**config.mk**
```make
export PLATFORM = sky130hd
export DESIGN_NAME = differential_drive_odometry_core_flat
export DESIGN_NICKNAME = d
export VERILOG_FILES = /design/src/ddo_pkg.sv /design/src/ddo_ifs.sv /design/src/ddo_div.sv /design/src/ddo_cordic.sv /design/src/differential_drive_odometry_core.sv /design/src/flat_wrapper.sv
export SDC_FILE = /design/constraint.sdc
export NUM_CORES = 2
export LEC_CHECK = 0
export ABC_AREA = 1
export BUFFER_PORTS_ARGS = -buffer_cell sky130_fd_sc_hd__buf_2
export CORE_UTILIZATION = 42
export DETAILED_ROUTE_END_ITERATION = 12
export PLACE_DENSITY = 0.67
export SLEW_MARGIN = 15
export SYNTH_ARGS = -nofsm -noshare
export SYNTH_HDL_FRONTEND = slang
export SYNTH_HIERARCHICAL = 1
export SYNTH_SLANG_ARGS = --single-unit
```
**constraint.sdc**
```tcl
create_clock -name clk -period 23.1 [get_ports clk]
set_input_delay 4.62 -clock clk [delete_from_list [all_inputs] [get_ports clk]]
set_output_delay 4.62 -clock clk [all_outputs]
set_load 0.03 [all_outputs]
```
**src/ddo_pkg.sv**
```systemverilog
// Shared types, constants and helper functions for the differential drive odometry core.
`default_nettype none

package ddo_pkg;

    localparam int VEL_W      = 12;
    localparam int TSTEP_W    = 24;
    localparam int SPEED_W    = 24;
    localparam int AXLE_W     = 16;
    localparam int HEAD_W     = 19;
    localparam int POS_W      = 32;
    localparam int FRAC_W     = 16;

    localparam int CFG_IDX_W  = 8;
    localparam int CFG_DATA_W = 24;

    localparam logic [CFG_IDX_W-1:0] REG_SPEED_SCALE = 8'd0;
    localparam logic [CFG_IDX_W-1:0] REG_AXLE_LENGTH = 8'd1;

    localparam logic [SPEED_W-1:0] SPEED_RESET = 24'd41843;
    localparam logic [AXLE_W-1:0]  AXLE_RESET  = 16'd9830;

    localparam int MUL_A_W    = 24;
    localparam int MUL_B_W    = 25;
    localparam int PROD_W     = MUL_A_W + MUL_B_W;
    localparam int ACC_W      = 62;
    localparam int DIST_W     = 36;
    localparam int HI_W       = DIST_W - MUL_A_W;
    localparam int SDIST_W    = 38;
    localparam int DIVD_W     = 53;
    localparam int MOD_W      = 19;
    localparam int RND_SHIFT  = 24;
    localparam int DELTA_W    = ACC_W + 1 - RND_SHIFT;
    localparam int PSUM_W     = DELTA_W + 1;

    localparam int CORDIC_STEPS_DEF = 16;
    localparam int ATAN_IDX_W = 5;
    localparam int CORDIC_W   = 34;
    localparam int Z_SHIFT    = 14;
    localparam int TRIG_SHIFT = 6;
    localparam int TRIG_W     = 26;
    localparam int TMAG_W     = 25;

    localparam logic signed [HEAD_W-1:0] PI_Q16          = 19'sd205888;
    localparam logic signed [HEAD_W-1:0] HALF_PI_Q16     = 19'sd102944;
    localparam logic signed [HEAD_W-1:0] NEG_HALF_PI_Q16 = -19'sd102944;
    localparam logic [MOD_W-1:0]         TWO_PI_Q16      = 19'd411776;

    localparam logic signed [CORDIC_W-1:0] CORDIC_GAIN = 34'sd652032874;
    localparam logic signed [CORDIC_W-1:0] TRIG_RND    = 34'sd32;

    typedef enum logic [4:0] {
        ST_IDLE,
        ST_SCALE,
        ST_LO,
        ST_HI,
        ST_WSUM,
        ST_DIFF,
        ST_DSTART,
        ST_DIV,
        ST_ANGLE,
        ST_CSTART,
        ST_CORDIC,
        ST_TLO,
        ST_THI,
        ST_TSUM,
        ST_TRND,
        ST_TPOS,
        ST_OUT
    } ddo_state_t;

    typedef enum logic [1:0] {
        DIV_IDLE,
        DIV_RUN,
        DIV_DONE
    } ddo_div_state_t;

    typedef enum logic [1:0] {
        COR_IDLE,
        COR_RUN,
        COR_ROUND,
        COR_DONE
    } ddo_cor_state_t;

    function automatic logic [31:0] atan_q30(input logic [ATAN_IDX_W-1:0] idx);
        logic [31:0] val;
        case (idx)
            5'd0:    val = 32'h3243F6A8;
            5'd1:    val = 32'h1DAC6705;
            5'd2:    val = 32'h0FADBAFC;
            5'd3:    val = 32'h07F56EA6;
            5'd4:    val = 32'h03FEAB76;
            5'd5:    val = 32'h01FFD55B;
            5'd6:    val = 32'h00FFFAAA;
            5'd7:    val = 32'h007FFF55;
            5'd8:    val = 32'h003FFFEA;
            5'd9:    val = 32'h001FFFFD;
            5'd10:   val = 32'h000FFFFF;
            5'd11:   val = 32'h0007FFFF;
            5'd12:   val = 32'h0003FFFF;
            5'd13:   val = 32'h0001FFFF;
            5'd14:   val = 32'h0000FFFF;
            5'd15:   val = 32'h00007FFF;
            5'd16:   val = 32'h00003FFF;
            5'd17:   val = 32'h00001FFF;
            5'd18:   val = 32'h00000FFF;
            5'd19:   val = 32'h000007FF;
            5'd20:   val = 32'h000003FF;
            5'd21:   val = 32'h000001FF;
            5'd22:   val = 32'h000000FF;
            5'd23:   val = 32'h0000007F;
            5'd24:   val = 32'h0000003F;
            5'd25:   val = 32'h0000001F;
            5'd26:   val = 32'h0000000F;
            5'd27:   val = 32'h00000007;
            5'd28:   val = 32'h00000003;
            5'd29:   val = 32'h00000001;
            default: val = 32'h00000000;
        endcase
        return val;
    endfunction

    // Adds a reduced offset to a wrapped heading and wraps the sum back to [-pi, pi).
    function automatic logic signed [HEAD_W-1:0] wrap_add(
        input logic signed [HEAD_W-1:0] base,
        input logic [MOD_W-1:0]         off,
        input logic                     neg
    );
        logic signed [HEAD_W+2:0] offs;
        logic signed [HEAD_W+2:0] pi_ext;
        logic signed [HEAD_W+2:0] period;
        logic signed [HEAD_W+2:0] r;
        offs   = $signed({3'b000, off});
        pi_ext = $signed({{3{PI_Q16[HEAD_W-1]}}, PI_Q16});
        period = $signed({3'b000, TWO_PI_Q16});
        if (neg)
        begin
            offs = -offs;
        end
        r = $signed({{3{base[HEAD_W-1]}}, base}) + offs + pi_ext;
        if (r < 0)
        begin
            r = r + period;
        end
        else if (r >= period)
        begin
            r = r - period;
        end
        r = r - pi_ext;
        return r[HEAD_W-1:0];
    endfunction

endpackage

`default_nettype wire

```
**src/ddo_ifs.sv**
```systemverilog
// Handshake channel interfaces for the input, result and configuration words.
`default_nettype none

interface ddo_in_if;
    import ddo_pkg::*;
    logic                      valid;
    logic                      ready;
    logic signed [VEL_W-1:0]   vel_left;
    logic signed [VEL_W-1:0]   vel_right;
    logic [TSTEP_W-1:0]        time_step;

    modport source (output valid, output vel_left, output vel_right, output time_step,
                    input ready);
    modport sink (input valid, input vel_left, input vel_right, input time_step,
                  output ready);
endinterface

interface ddo_out_if;
    import ddo_pkg::*;
    logic                      valid;
    logic                      ready;
    logic signed [HEAD_W-1:0]  heading;
    logic signed [POS_W-1:0]   pos_x;
    logic signed [POS_W-1:0]   pos_y;

    modport source (output valid, output heading, output pos_x, output pos_y,
                    input ready);
    modport sink (input valid, input heading, input pos_x, input pos_y,
                  output ready);
endinterface

interface ddo_cfg_if;
    import ddo_pkg::*;
    logic                      valid;
    logic                      ready;
    logic [CFG_IDX_W-1:0]      index;
    logic [CFG_DATA_W-1:0]     data;

    modport source (output valid, output index, output data, input ready);
    modport sink (input valid, input index, input data, output ready);
endinterface

`default_nettype wire

```
**src/ddo_div.sv**
```systemverilog
// Bit-serial restoring divider that returns the quotient and half quotient modulo two pi.
`default_nettype none

module ddo_div (
    input  logic                        clk,
    input  logic                        rst_n,
    input  logic                        start,
    input  logic [ddo_pkg::DIVD_W-1:0]  dividend,
    input  logic [ddo_pkg::AXLE_W-1:0]  divisor,
    output logic                        done,
    output logic [ddo_pkg::MOD_W-1:0]   quo_mod,
    output logic [ddo_pkg::MOD_W-1:0]   half_mod
);
    import ddo_pkg::*;

    localparam int CNT_W = $clog2(DIVD_W);
    localparam logic [CNT_W-1:0] LAST = CNT_W'(DIVD_W - 1);

    ddo_div_state_t state_reg;
    ddo_div_state_t state_next;
    logic [CNT_W-1:0]  cnt_reg;
    logic [CNT_W-1:0]  cnt_next;
    logic [DIVD_W-1:0] dvd_reg;
    logic [AXLE_W-1:0] dvs_reg;
    logic [AXLE_W-1:0] rem_reg;
    logic [MOD_W-1:0]  qm_reg;
    logic [MOD_W-1:0]  hm_reg;
    logic [AXLE_W:0]   rem_sh;
    logic [AXLE_W:0]   rem_sub;
    logic              q_bit;
    logic [MOD_W:0]    qm_sh;
    logic [MOD_W:0]    qm_red;
    logic              load;
    logic              run;

    always_comb
    begin
        state_next = state_reg;
        case (state_reg)
            DIV_IDLE:
            begin
                if (start)
                begin
                    state_next = DIV_RUN;
                end
            end
            DIV_RUN:
            begin
                if (cnt_reg == LAST)
                begin
                    state_next = DIV_DONE;
                end
            end
            DIV_DONE:
            begin
                state_next = DIV_IDLE;
            end
            default:
            begin
                state_next = DIV_IDLE;
            end
        endcase
    end

    always_comb
    begin
        load = 1'b0;
        run  = 1'b0;
        done = 1'b0;
        case (state_reg)
            DIV_IDLE: load = start;
            DIV_RUN:  run  = 1'b1;
            DIV_DONE: done = 1'b1;
            default:  load = 1'b0;
        endcase
    end

    // Each step brings one dividend bit into the remainder and one quotient bit
    // into the running residue of the quotient.
    always_comb
    begin
        rem_sh  = {rem_reg, dvd_reg[DIVD_W-1]};
        rem_sub = rem_sh - {1'b0, dvs_reg};
        q_bit   = (rem_sh >= {1'b0, dvs_reg});
        qm_sh   = {qm_reg, q_bit};
        qm_red  = (qm_sh >= {1'b0, TWO_PI_Q16}) ? (qm_sh - {1'b0, TWO_PI_Q16}) : qm_sh;
        cnt_next = load ? '0 : (run ? cnt_reg + 1'b1 : cnt_reg);
    end

    always_ff @(posedge clk or negedge rst_n)
    begin
        if (!rst_n)
        begin
            state_reg <= DIV_IDLE;
            cnt_reg   <= '0;
        end
        else
        begin
            state_reg <= state_next;
            cnt_reg   <= cnt_next;
        end
    end

    always_ff @(posedge clk)
    begin
        if (load)
        begin
            dvd_reg <= dividend;
            dvs_reg <= (divisor == '0) ? AXLE_W'(1) : divisor;
            rem_reg <= '0;
            qm_reg  <= '0;
            hm_reg  <= '0;
        end
        else if (run)
        begin
            dvd_reg <= {dvd_reg[DIVD_W-2:0], 1'b0};
            rem_reg <= q_bit ? rem_sub[AXLE_W-1:0] : rem_sh[AXLE_W-1:0];
            hm_reg  <= qm_reg;
            qm_reg  <= qm_red[MOD_W-1:0];
        end
    end

    assign quo_mod  = qm_reg;
    assign half_mod = hm_reg;

endmodule

`default_nettype wire

```
**src/ddo_cordic.sv**
```systemverilog
// Iterative rotation-mode CORDIC giving cosine and sine of a heading in Q24.
`default_nettype none

module ddo_cordic #(
    parameter int CORDIC_STEPS = ddo_pkg::CORDIC_STEPS_DEF
) (
    input  logic                               clk,
    input  logic                               rst_n,
    input  logic                               start,
    input  logic signed [ddo_pkg::HEAD_W-1:0]  angle,
    output logic                               done,
    output logic signed [ddo_pkg::TRIG_W-1:0]  cos_val,
    output logic signed [ddo_pkg::TRIG_W-1:0]  sin_val
);
    import ddo_pkg::*;

    localparam int CNT_W = $clog2(CORDIC_STEPS);
    localparam logic [CNT_W-1:0] LAST = CNT_W'(CORDIC_STEPS - 1);

    ddo_cor_state_t state_reg;
    ddo_cor_state_t state_next;
    logic [CNT_W-1:0]           cnt_reg;
    logic [CNT_W-1:0]           cnt_next;
    logic signed [CORDIC_W-1:0] x_reg;
    logic signed [CORDIC_W-1:0] y_reg;
    logic signed [CORDIC_W-1:0] z_reg;
    logic                       flip_reg;
    logic signed [TRIG_W-1:0]   cos_reg;
    logic signed [TRIG_W-1:0]   sin_reg;
    logic signed [HEAD_W-1:0]   ang_adj;
    logic                       flip_in;
    logic signed [CORDIC_W-1:0] z_init;
    logic signed [CORDIC_W-1:0] dx;
    logic signed [CORDIC_W-1:0] dy;
    logic signed [CORDIC_W-1:0] at;
    logic signed [CORDIC_W-1:0] xf;
    logic signed [CORDIC_W-1:0] yf;
    logic signed [CORDIC_W-1:0] xr;
    logic signed [CORDIC_W-1:0] yr;
    logic                       load;
    logic                       run;
    logic                       round;

    always_comb
    begin
        state_next = state_reg;
        case (state_reg)
            COR_IDLE:
            begin
                if (start)
                begin
                    state_next = COR_RUN;
                end
            end
            COR_RUN:
            begin
                if (cnt_reg == LAST)
                begin
                    state_next = COR_ROUND;
                end
            end
            COR_ROUND:
            begin
                state_next = COR_DONE;
            end
            COR_DONE:
            begin
                state_next = COR_IDLE;
            end
            default:
            begin
                state_next = COR_IDLE;
            end
        endcase
    end

    always_comb
    begin
        load  = 1'b0;
        run   = 1'b0;
        round = 1'b0;
        done  = 1'b0;
        case (state_reg)
            COR_IDLE:  load  = start;
            COR_RUN:   run   = 1'b1;
            COR_ROUND: round = 1'b1;
            COR_DONE:  done  = 1'b1;
            default:   load  = 1'b0;
        endcase
    end

    // Angles beyond a quarter turn are moved by pi and the results negated.
    always_comb
    begin
        flip_in = 1'b0;
        ang_adj = angle;
        if (angle >= HALF_PI_Q16)
        begin
            ang_adj = angle - PI_Q16;
            flip_in = 1'b1;
        end
        else if (angle < NEG_HALF_PI_Q16)
        begin
            ang_adj = angle + PI_Q16;
            flip_in = 1'b1;
        end
        z_init = $signed({{(CORDIC_W - HEAD_W - Z_SHIFT){ang_adj[HEAD_W-1]}}, ang_adj,
                          {Z_SHIFT{1'b0}}});

        dx = y_reg >>> cnt_reg;
        dy = x_reg >>> cnt_reg;
        at = $signed({{(CORDIC_W - 32){1'b0}}, atan_q30(ATAN_IDX_W'(cnt_reg))});

        xf = flip_reg ? -x_reg : x_reg;
        yf = flip_reg ? -y_reg : y_reg;
        xr = (xf + TRIG_RND) >>> TRIG_SHIFT;
        yr = (yf + TRIG_RND) >>> TRIG_SHIFT;

        cnt_next = load ? '0 : (run ? cnt_reg + 1'b1 : cnt_reg);
    end

    always_ff @(posedge clk or negedge rst_n)
    begin
        if (!rst_n)
        begin
            state_reg <= COR_IDLE;
            cnt_reg   <= '0;
        end
        else
        begin
            state_reg <= state_next;
            cnt_reg   <= cnt_next;
        end
    end

    always_ff @(posedge clk)
    begin
        if (load)
        begin
            x_reg    <= CORDIC_GAIN;
            y_reg    <= '0;
            z_reg    <= z_init;
            flip_reg <= flip_in;
        end
        else if (run)
        begin
            if (!z_reg[CORDIC_W-1])
            begin
                x_reg <= x_reg - dx;
                y_reg <= y_reg + dy;
                z_reg <= z_reg - at;
            end
            else
            begin
                x_reg <= x_reg + dx;
                y_reg <= y_reg - dy;
                z_reg <= z_reg + at;
            end
        end
        if (round)
        begin
            cos_reg <= xr[TRIG_W-1:0];
            sin_reg <= yr[TRIG_W-1:0];
        end
    end

    assign cos_val = cos_reg;
    assign sin_val = sin_reg;

endmodule

`default_nettype wire

```
**src/differential_drive_odometry_core.sv**
```systemverilog
// Top level of the differential drive odometry core: sequencer, shared multiplier and pose.
// A new input word is taken only in the idle state, after the last result word is committed;
// one input word is in flight at a time.
// The heading path runs a 53-step bit-serial divide and then the CORDIC loop; the ten
// multiplications share one registered 24 x 25 bit multiplier.
// Reset clears the pose to zero and loads the configuration registers with their defaults.
`default_nettype none

module differential_drive_odometry_core #(
    parameter int CORDIC_STEPS = ddo_pkg::CORDIC_STEPS_DEF
) (
    input  logic      clk,
    input  logic      rst_n,
    ddo_in_if.sink    in_word,
    ddo_out_if.source out_word,
    ddo_cfg_if.sink   cfg
);
    import ddo_pkg::*;

    ddo_state_t state_reg;
    ddo_state_t state_next;

    logic [SPEED_W-1:0]        speed_reg;
    logic [AXLE_W-1:0]         axle_reg;
    logic                      side_reg;
    logic signed [HEAD_W-1:0]  pose_h_reg;
    logic signed [POS_W-1:0]   pose_x_reg;
    logic signed [POS_W-1:0]   pose_y_reg;
    logic                      out_valid_reg;

    logic [VEL_W-1:0]          mag_l_reg;
    logic [VEL_W-1:0]          mag_r_reg;
    logic                      neg_l_reg;
    logic                      neg_r_reg;
    logic [TSTEP_W-1:0]        t_reg;
    logic [PROD_W-1:0]         prod_reg;
    logic [HI_W-1:0]           hi_reg;
    logic [ACC_W-1:0]          acc_reg;
    logic [DIST_W-1:0]         dl_mag_reg;
    logic [DIST_W-1:0]         dr_mag_reg;
    logic signed [SDIST_W-1:0] diff_reg;
    logic signed [SDIST_W-1:0] sum_reg;
    logic                      dneg_reg;
    logic [DIST_W-1:0]         mean_mag_reg;
    logic                      mean_neg_reg;
    logic signed [HEAD_W-1:0]  mid_reg;
    logic signed [HEAD_W-1:0]  head_new_reg;
    logic [TMAG_W-1:0]         cos_mag_reg;
    logic [TMAG_W-1:0]         sin_mag_reg;
    logic                      cos_neg_reg;
    logic                      sin_neg_reg;
    logic signed [DELTA_W-1:0] delta_reg;
    logic signed [POS_W-1:0]   x_new_reg;
    logic signed [POS_W-1:0]   y_new_reg;

    logic                      in_acc;
    logic                      in_ready;
    logic                      commit;
    logic                      div_start;
    logic                      cor_start;
    logic [MUL_A_W-1:0]        mul_a;
    logic [MUL_B_W-1:0]        mul_b;
    logic [VEL_W-1:0]          cur_mag;
    logic [TMAG_W-1:0]         cur_tmag;
    logic [VEL_W-1:0]          vl_mag;
    logic [VEL_W-1:0]          vr_mag;
    logic [ACC_W-1:0]          wide_sum;
    logic signed [SDIST_W-1:0] sl;
    logic signed [SDIST_W-1:0] sr;
    logic [SDIST_W-1:0]        dmag;
    logic [SDIST_W-1:0]        smag;
    logic [DIVD_W-1:0]         dividend;
    logic signed [ACC_W:0]     disp;
    logic signed [ACC_W:0]     disp_rnd;
    logic signed [PSUM_W-1:0]  pos_sum;
    logic signed [POS_W-1:0]   pos_sat;
    logic signed [POS_W-1:0]   cur_pos;
    logic                      div_done;
    logic [MOD_W-1:0]          quo_mod;
    logic [MOD_W-1:0]          half_mod;
    logic                      cor_done;
    logic signed [TRIG_W-1:0]  cos_val;
    logic signed [TRIG_W-1:0]  sin_val;
    logic [TRIG_W-1:0]         cos_abs;
    logic [TRIG_W-1:0]         sin_abs;

    ddo_div u_div (
        .clk      (clk),
        .rst_n    (rst_n),
        .start    (div_start),
        .dividend (dividend),
        .divisor  (axle_reg),
        .done     (div_done),
        .quo_mod  (quo_mod),
        .half_mod (half_mod)
    );

    ddo_cordic #(
        .CORDIC_STEPS (CORDIC_STEPS)
    ) u_cordic (
        .clk     (clk),
        .rst_n   (rst_n),
        .start   (cor_start),
        .angle   (mid_reg),
        .done    (cor_done),
        .cos_val (cos_val),
        .sin_val (sin_val)
    );

    assign in_acc = in_word.valid && in_ready;

    always_comb
    begin
        state_next = state_reg;
        case (state_reg)
            ST_IDLE:
            begin
                if (in_acc)
                begin
                    state_next = ST_SCALE;
                end
            end
            ST_SCALE:  state_next = ST_LO;
            ST_LO:     state_next = ST_HI;
            ST_HI:     state_next = ST_WSUM;
            ST_WSUM:   state_next = side_reg ? ST_DIFF : ST_SCALE;
            ST_DIFF:   state_next = ST_DSTART;
            ST_DSTART: state_next = ST_DIV;
            ST_DIV:
            begin
                if (div_done)
                begin
                    state_next = ST_ANGLE;
                end
            end
            ST_ANGLE:  state_next = ST_CSTART;
            ST_CSTART: state_next = ST_CORDIC;
            ST_CORDIC:
            begin
                if (cor_done)
                begin
                    state_next = ST_TLO;
                end
            end
            ST_TLO:    state_next = ST_THI;
            ST_THI:    state_next = ST_TSUM;
            ST_TSUM:   state_next = ST_TRND;
            ST_TRND:   state_next = ST_TPOS;
            ST_TPOS:   state_next = side_reg ? ST_OUT : ST_TLO;
            ST_OUT:
            begin
                if (!out_valid_reg || out_word.ready)
                begin
                    state_next = ST_IDLE;
                end
            end
            default:   state_next = ST_IDLE;
        endcase
    end

    always_comb
    begin
        cur_mag   = side_reg ? mag_r_reg : mag_l_reg;
        cur_tmag  = side_reg ? sin_mag_reg : cos_mag_reg;
        in_ready  = 1'b0;
        commit    = 1'b0;
        div_start = 1'b0;
        cor_start = 1'b0;
        mul_a     = '0;
        mul_b     = '0;
        case (state_reg)
            ST_IDLE:   in_ready = 1'b1;
            ST_SCALE:
            begin
                mul_a = speed_reg;
                mul_b = MUL_B_W'(cur_mag);
            end
            ST_LO:
            begin
                mul_a = t_reg;
                mul_b = MUL_B_W'(prod_reg[MUL_A_W-1:0]);
            end
            ST_HI:
            begin
                mul_a = t_reg;
                mul_b = MUL_B_W'(hi_reg);
            end
            ST_DSTART: div_start = 1'b1;
            ST_CSTART: cor_start = 1'b1;
            ST_TLO:
            begin
                mul_a = mean_mag_reg[MUL_A_W-1:0];
                mul_b = cur_tmag;
            end
            ST_THI:
            begin
                mul_a = MUL_A_W'(mean_mag_reg[DIST_W-1:MUL_A_W]);
                mul_b = cur_tmag;
            end
            ST_OUT:    commit = !out_valid_reg || out_word.ready;
            default:   in_ready = 1'b0;
        endcase
    end

    always_comb
    begin
        vl_mag   = in_word.vel_left[VEL_W-1] ? (~in_word.vel_left + 1'b1) : in_word.vel_left;
        vr_mag   = in_word.vel_right[VEL_W-1] ? (~in_word.vel_right + 1'b1) :
                   in_word.vel_right;
        wide_sum = (side_reg && (state_reg == ST_TSUM || state_reg == ST_WSUM)) ||
                   !side_reg ? acc_reg + (ACC_W'(prod_reg) << MUL_A_W) : acc_reg;

        sl = $signed({{(SDIST_W - DIST_W){1'b0}}, dl_mag_reg});
        sr = $signed({{(SDIST_W - DIST_W){1'b0}}, dr_mag_reg});
        if (neg_l_reg)
        begin
            sl = -sl;
        end
        if (neg_r_reg)
        begin
            sr = -sr;
        end

        dmag     = diff_reg[SDIST_W-1] ? $unsigned(-diff_reg) : $unsigned(diff_reg);
        smag     = sum_reg[SDIST_W-1] ? $unsigned(-sum_reg) : $unsigned(sum_reg);
        dividend = {dmag[DIVD_W-FRAC_W-1:0], {FRAC_W{1'b0}}};

        cos_abs = cos_val[TRIG_W-1] ? $unsigned(-cos_val) : $unsigned(cos_val);
        sin_abs = sin_val[TRIG_W-1] ? $unsigned(-sin_val) : $unsigned(sin_val);

        // Signed displacement, rounded to nearest with ties toward plus infinity.
        disp = $signed({1'b0, acc_reg});
        if (mean_neg_reg ^ (side_reg ? sin_neg_reg : cos_neg_reg))
        begin
            disp = -disp;
        end
        disp_rnd = disp + $signed((ACC_W + 1)'(1) << (RND_SHIFT - 1));

        cur_pos = side_reg ? pose_y_reg : pose_x_reg;
        pos_sum = $signed({{(PSUM_W - POS_W){cur_pos[POS_W-1]}}, cur_pos}) +
                  $signed({delta_reg[DELTA_W-1], delta_reg});
        if (pos_sum[PSUM_W-1:POS_W-1] == '0 || pos_sum[PSUM_W-1:POS_W-1] == '1)
        begin
            pos_sat = pos_sum[POS_W-1:0];
        end
        else if (pos_sum[PSUM_W-1])
        begin
            pos_sat = {1'b1, {(POS_W - 1){1'b0}}};
        end
        else
        begin
            pos_sat = {1'b0, {(POS_W - 1){1'b1}}};
        end
    end

    always_ff @(posedge clk or negedge rst_n)
    begin
        if (!rst_n)
        begin
            state_reg     <= ST_IDLE;
            speed_reg     <= SPEED_RESET;
            axle_reg      <= AXLE_RESET;
            side_reg      <= 1'b0;
            pose_h_reg    <= '0;
            pose_x_reg    <= '0;
            pose_y_reg    <= '0;
            out_valid_reg <= 1'b0;
        end
        else
        begin
            state_reg <= state_next;
            if (cfg.valid)
            begin
                case (cfg.index)
                    REG_SPEED_SCALE: speed_reg <= cfg.data[SPEED_W-1:0];
                    REG_AXLE_LENGTH: axle_reg  <= cfg.data[AXLE_W-1:0];
                    default:         speed_reg <= speed_reg;
                endcase
            end
            if (in_acc)
            begin
                side_reg <= 1'b0;
            end
            else if (state_reg == ST_WSUM || state_reg == ST_TPOS)
            begin
                side_reg <= ~side_reg;
            end
            if (commit)
            begin
                pose_h_reg    <= head_new_reg;
                pose_x_reg    <= x_new_reg;
                pose_y_reg    <= y_new_reg;
                out_valid_reg <= 1'b1;
            end
            else if (out_word.ready)
            begin
                out_valid_reg <= 1'b0;
            end
        end
    end

    always_ff @(posedge clk)
    begin
        prod_reg <= PROD_W'(mul_a) * PROD_W'(mul_b);
        case (state_reg)
            ST_IDLE:
            begin
                if (in_acc)
                begin
                    mag_l_reg <= vl_mag;
                    mag_r_reg <= vr_mag;
                    neg_l_reg <= in_word.vel_left[VEL_W-1];
                    neg_r_reg <= in_word.vel_right[VEL_W-1];
                    t_reg     <= in_word.time_step;
                end
            end
            ST_LO:
            begin
                hi_reg <= prod_reg[DIST_W-1:MUL_A_W];
            end
            ST_HI:
            begin
                acc_reg <= ACC_W'(prod_reg) + (ACC_W'(1) << (RND_SHIFT - 1));
            end
            ST_WSUM:
            begin
                if (side_reg)
                begin
                    dr_mag_reg <= wide_sum[RND_SHIFT +: DIST_W];
                end
                else
                begin
                    dl_mag_reg <= wide_sum[RND_SHIFT +: DIST_W];
                end
            end
            ST_DIFF:
            begin
                diff_reg <= sr - sl;
                sum_reg  <= sl + sr;
            end
            ST_DSTART:
            begin
                dneg_reg     <= diff_reg[SDIST_W-1];
                mean_mag_reg <= smag[DIST_W:1];
                mean_neg_reg <= sum_reg[SDIST_W-1];
            end
            ST_ANGLE:
            begin
                mid_reg      <= wrap_add(pose_h_reg, half_mod, dneg_reg);
                head_new_reg <= wrap_add(pose_h_reg, quo_mod, dneg_reg);
            end
            ST_CORDIC:
            begin
                if (cor_done)
                begin
                    cos_mag_reg <= cos_abs[TMAG_W-1:0];
                    sin_mag_reg <= sin_abs[TMAG_W-1:0];
                    cos_neg_reg <= cos_val[TRIG_W-1];
                    sin_neg_reg <= sin_val[TRIG_W-1];
                end
            end
            ST_THI:
            begin
                acc_reg <= ACC_W'(prod_reg);
            end
            ST_TSUM:
            begin
                acc_reg <= wide_sum;
            end
            ST_TRND:
            begin
                delta_reg <= disp_rnd[ACC_W:RND_SHIFT];
            end
            ST_TPOS:
            begin
                if (side_reg)
                begin
                    y_new_reg <= pos_sat;
                end
                else
                begin
                    x_new_reg <= pos_sat;
                end
            end
            default:
            begin
            end
        endcase
    end

    assign in_word.ready    = in_ready;
    assign cfg.ready        = 1'b1;
    assign out_word.valid   = out_valid_reg;
    assign out_word.heading = pose_h_reg;
    assign out_word.pos_x   = pose_x_reg;
    assign out_word.pos_y   = pose_y_reg;

endmodule

`default_nettype wire

```
**src/flat_wrapper.sv**
```systemverilog
// flat-port wrapper written by rule: the top's interface ports become plain ports
module differential_drive_odometry_core_flat import ddo_pkg::*;
#(
    parameter int CORDIC_STEPS = ddo_pkg::CORDIC_STEPS_DEF
)
  (clk, rst_n, in_word_valid, in_word_vel_left, in_word_vel_right, in_word_time_step, in_word_ready, out_word_valid, out_word_heading, out_word_pos_x, out_word_pos_y, out_word_ready, cfg_valid, cfg_index, cfg_data, cfg_ready);
  ddo_in_if in_word_i ();
  ddo_out_if out_word_i ();
  ddo_cfg_if cfg_i ();
  input  logic clk;
  input  logic rst_n;
  input wire logic [$bits(in_word_i.valid)-1:0] in_word_valid;
  input wire logic [$bits(in_word_i.vel_left)-1:0] in_word_vel_left;
  input wire logic [$bits(in_word_i.vel_right)-1:0] in_word_vel_right;
  input wire logic [$bits(in_word_i.time_step)-1:0] in_word_time_step;
  output wire logic [$bits(in_word_i.ready)-1:0] in_word_ready;
  output wire logic [$bits(out_word_i.valid)-1:0] out_word_valid;
  output wire logic [$bits(out_word_i.heading)-1:0] out_word_heading;
  output wire logic [$bits(out_word_i.pos_x)-1:0] out_word_pos_x;
  output wire logic [$bits(out_word_i.pos_y)-1:0] out_word_pos_y;
  input wire logic [$bits(out_word_i.ready)-1:0] out_word_ready;
  input wire logic [$bits(cfg_i.valid)-1:0] cfg_valid;
  input wire logic [$bits(cfg_i.index)-1:0] cfg_index;
  input wire logic [$bits(cfg_i.data)-1:0] cfg_data;
  output wire logic [$bits(cfg_i.ready)-1:0] cfg_ready;
  assign in_word_i.valid = in_word_valid;
  assign in_word_i.vel_left = in_word_vel_left;
  assign in_word_i.vel_right = in_word_vel_right;
  assign in_word_i.time_step = in_word_time_step;
  assign in_word_ready = in_word_i.ready;
  assign out_word_valid = out_word_i.valid;
  assign out_word_heading = out_word_i.heading;
  assign out_word_pos_x = out_word_i.pos_x;
  assign out_word_pos_y = out_word_i.pos_y;
  assign out_word_i.ready = out_word_ready;
  assign cfg_i.valid = cfg_valid;
  assign cfg_i.index = cfg_index;
  assign cfg_i.data = cfg_data;
  assign cfg_ready = cfg_i.ready;
  differential_drive_odometry_core #(.CORDIC_STEPS(CORDIC_STEPS)) u_core (.clk(clk), .rst_n(rst_n), .in_word(in_word_i), .out_word(out_word_i), .cfg(cfg_i));
endmodule
```
==> flow_summary_export.csv <==
group,metric,value,unit
global_route,use_met1,0.338,
final_layout,num-fill-cells,21643,
detailed_routing,wl,286,mm
floorplan,coreArea,217000,um^2
global_route,track_usage,0.258,
timing,setup_violations,0,
floorplan,num_rows,171,
clock_network,postCtsSetupRepairBufs,0,
detailed_routing,drtAntennaViolNets,0,
final_layout,area_growth,7.94,%
floorplan,fp.dieW,469,um
critical_path,startpoint,"u_core/state_reg[3]",
critical_path,worstPathRequired,23.73,ns
job,max-cap-violations,0,
logic_synthesis,ys_ff_latch,967,
clock_network,cts_root_buffer,"clkbuf_16",
critical_path,crit_fanout,25,
timing,fin_crit,10.49,ns
timing,max-slew-margin-rel,0.234,
timing,fmax,95.3,MHz
final_layout,utilization,0.456,
detailed_routing,drt_iter0_drc,7373,
placement,placed_area,95100,um^2
logic_synthesis,synth_cells,12043,
placement,portBuffers,169,
hold_path,min-delay-start,"u_core/x_new_reg[13]",
final_layout,layout_common_cells,"nand2_1 (2,980), inv_1 (1,860), nor2_1 (1,152)",
global_route,grt.met3_usage,0.0475,
placement,dp_hpwl,228,mm
pwr,power.density,162,nW/um^2
logic_synthesis,ys_types,86,
global_route,grt_pass1_wl,441,mm
critical_path,slowest_delay,0.83,ns
logic_synthesis,async_reset_ff_frac,0.149,
global_route,grt_max_degree,78,
clock_network,cts_tree,"done",
critical_path,start_kind,"register",
floorplan,die_area,220000,um^2
global_route,grt_util_met2,0.417,
global_route,antenna_found_initial,4,
pwr,total_power,16.0,mW
clock_network,postCtsResizedCells,0,
global_route,top_usage_layer,"met2",
timing,finClkSkew,0.0726,ns
logic_synthesis,synth_edf_count,644,
placement,place_congestion,0.985,
critical_path,cp-end-kind,"register",
logic_synthesis,synth-main-ff-cell,"edfxtp_1",
clock_network,path_clk_slew,0.06,ns
global_route,grt_overflow,0,
logic_synthesis,syn-cell-area,91600,um^2
critical_path,cpMostUsedCell,"inv_1",
final_layout,layout_commonest_cell,"nand2_1",
logic_synthesis,ys_seq_area_frac,0.290,
clock_network,htreeDepth,3,
status,outcome,"completed",
global_route,grt_pass1_vias,76610,
detailed_routing,drtPass1Iterations,8,
timing,period_share,0.454,
final_layout,drive_above_1_share,0.0647,
pwr,p_leak,47.4,nW
timing,final.setup.tns,0,ns
timing,rsz0062_at_grt,"false",
detailed_routing,vias,79648,
detailed_routing,wl_per_cell,19.0,um
clock_network,clock_latency,0.81,ns
timing,finalHoldViolCount,0,
final_layout,fin_area,98900,um^2
critical_path,arrival,11.12,ns
clock_network,cts_max_path_buffers,3,
final_layout,largest_reg_flops,62,
clock_network,cts.sinks,967,
detailed_routing,vias_per_cell,5.31,
timing,slew_viol_final,0,
critical_path,r2r_start,"u_core/state_reg[3]",
floorplan,start_util,0.422,
floorplan,die_y,469,um
pwr,ir_drop,0.133,mV
hold_path,hp-class,"register to register",
floorplan,io-pin-count,171,
critical_path,crit_slowest_cell,"clkinv_1",
final_layout,nNetsFinal,13211,
detailed_routing,drc_errors,0,
logic_synthesis,ys_warn_count,6,
clock_network,ctsHoldBuffers,0,
critical_path,worst-setup-path-type,"register to register",
logic_synthesis,synth_area_per_cell,7.61,um^2
clock_network,numCtsBuffers,109,
timing,worstMarginPinSlew,1.15,ns
-- synthesized netlist by cell type (all sizes together) (70+ instances only) --
library cell / count / area share
a21oi: 578 / 0.032
a31oi: 70 / 0.0048
buf: 124 / 0.0081
clkbuf: 241 / 0.0099
dfrtp: 128 / 0.035
dfxtp: 179 / 0.039
edfxtp: 644 / 0.21
fa: 514 / 0.11
ha: 567 / 0.077
inv: 1891 / 0.078
mux2: 86 / 0.011
nand2: 3037 / 0.13
nand3: 687 / 0.039
nand4: 130 / 0.0091
nor2: 1217 / 0.052
nor3: 158 / 0.0090
o21ai: 482 / 0.027
xnor2: 221 / 0.021
xor2: 540 / 0.053
-- where the power goes --
group	switching (mW)	total, mW	internal (mW)	leakage (nW)
Sequential	0.548	3.21	2.66	9.32
Combinational	7.37	11.0	3.59	36.3
Clock	0.775	1.84	1.06	1.81
-- kinds of logic (layout without fill, tap and decap cells) --
kind of cell	Yosys count	count (layout)	share of synthesized area
multiplexers	88	88	0.0108
buffers and inverters	2285	2367	0.0967
flip-flops	967	967	0.290
AO/OA/AOI/OAI	1461	1461	0.0913
adder cells (fa/ha/maj)	1081	1081	0.190
other	2	18	0.0000820
AND/OR/NAND/NOR	5398	5398	0.248
XOR/XNOR	761	761	0.0737
-- worst paths after layout --
check	to	slack [ns]	cells after the start
hold reg to reg	u_core/out_word.pos_x[13]	0.46	1
min in group asynchronous	u_core/axle_reg[7]	3.78	1
setup / recovery	u_core/prod_reg[41]	12.61	37
setup reg to reg	u_core/prod_reg[41]	12.61	37
max in group asynchronous	u_core/u_cordic/cnt_reg[0]	17.38	3
hold / removal	u_core/out_word.pos_x[13]	0.46	1
-- stage by stage --
stage	std cells	hold WS, ns	setup WS [ns]
CTS	14994	0.461	12.85
detailed placement	14788	0.455	12.90
global route	14995	0.470	12.04
finish	14995	0.460	12.61
global placement	14788	0.441	13.02
floorplan	12058	0.424	14.41
-- routing by layer --
metal  share of wire  vias to the layer above
met5        0.000025                        -
met4           0.047                        2
met3           0.080                      566
met2            0.45                     2942
met1            0.42                    37512
li1                -                    38626
-- cell type report --
class	instances	area, um^2	share of cell area
Timing Repair Buffer	241	1390	0.0141
Clock inverter	54	684	0.00692
Multi-Input combinational cell	8806	56400	0.570
Inverter	1920	7210	0.0729
Antenna cell	1	2.50	0.0000253
Tap cell	2854	3570	0.0361
Sequential cell	967	26600	0.269
Clock buffer	152	3050	0.0309
-- critical path: cells and delay by family (launching register included) --
kind / cells / cell delay (ns)
AND/OR/NAND/NOR: 13 / 2.01
buffers and inverters: 10 / 1.88
adder cells (fa/ha/maj): 8 / 3.56
flip-flops: 1 / 0.42
AO/OA/AOI/OAI: 6 / 2.46
Note: power is estimated with default switching activity, not from simulation.
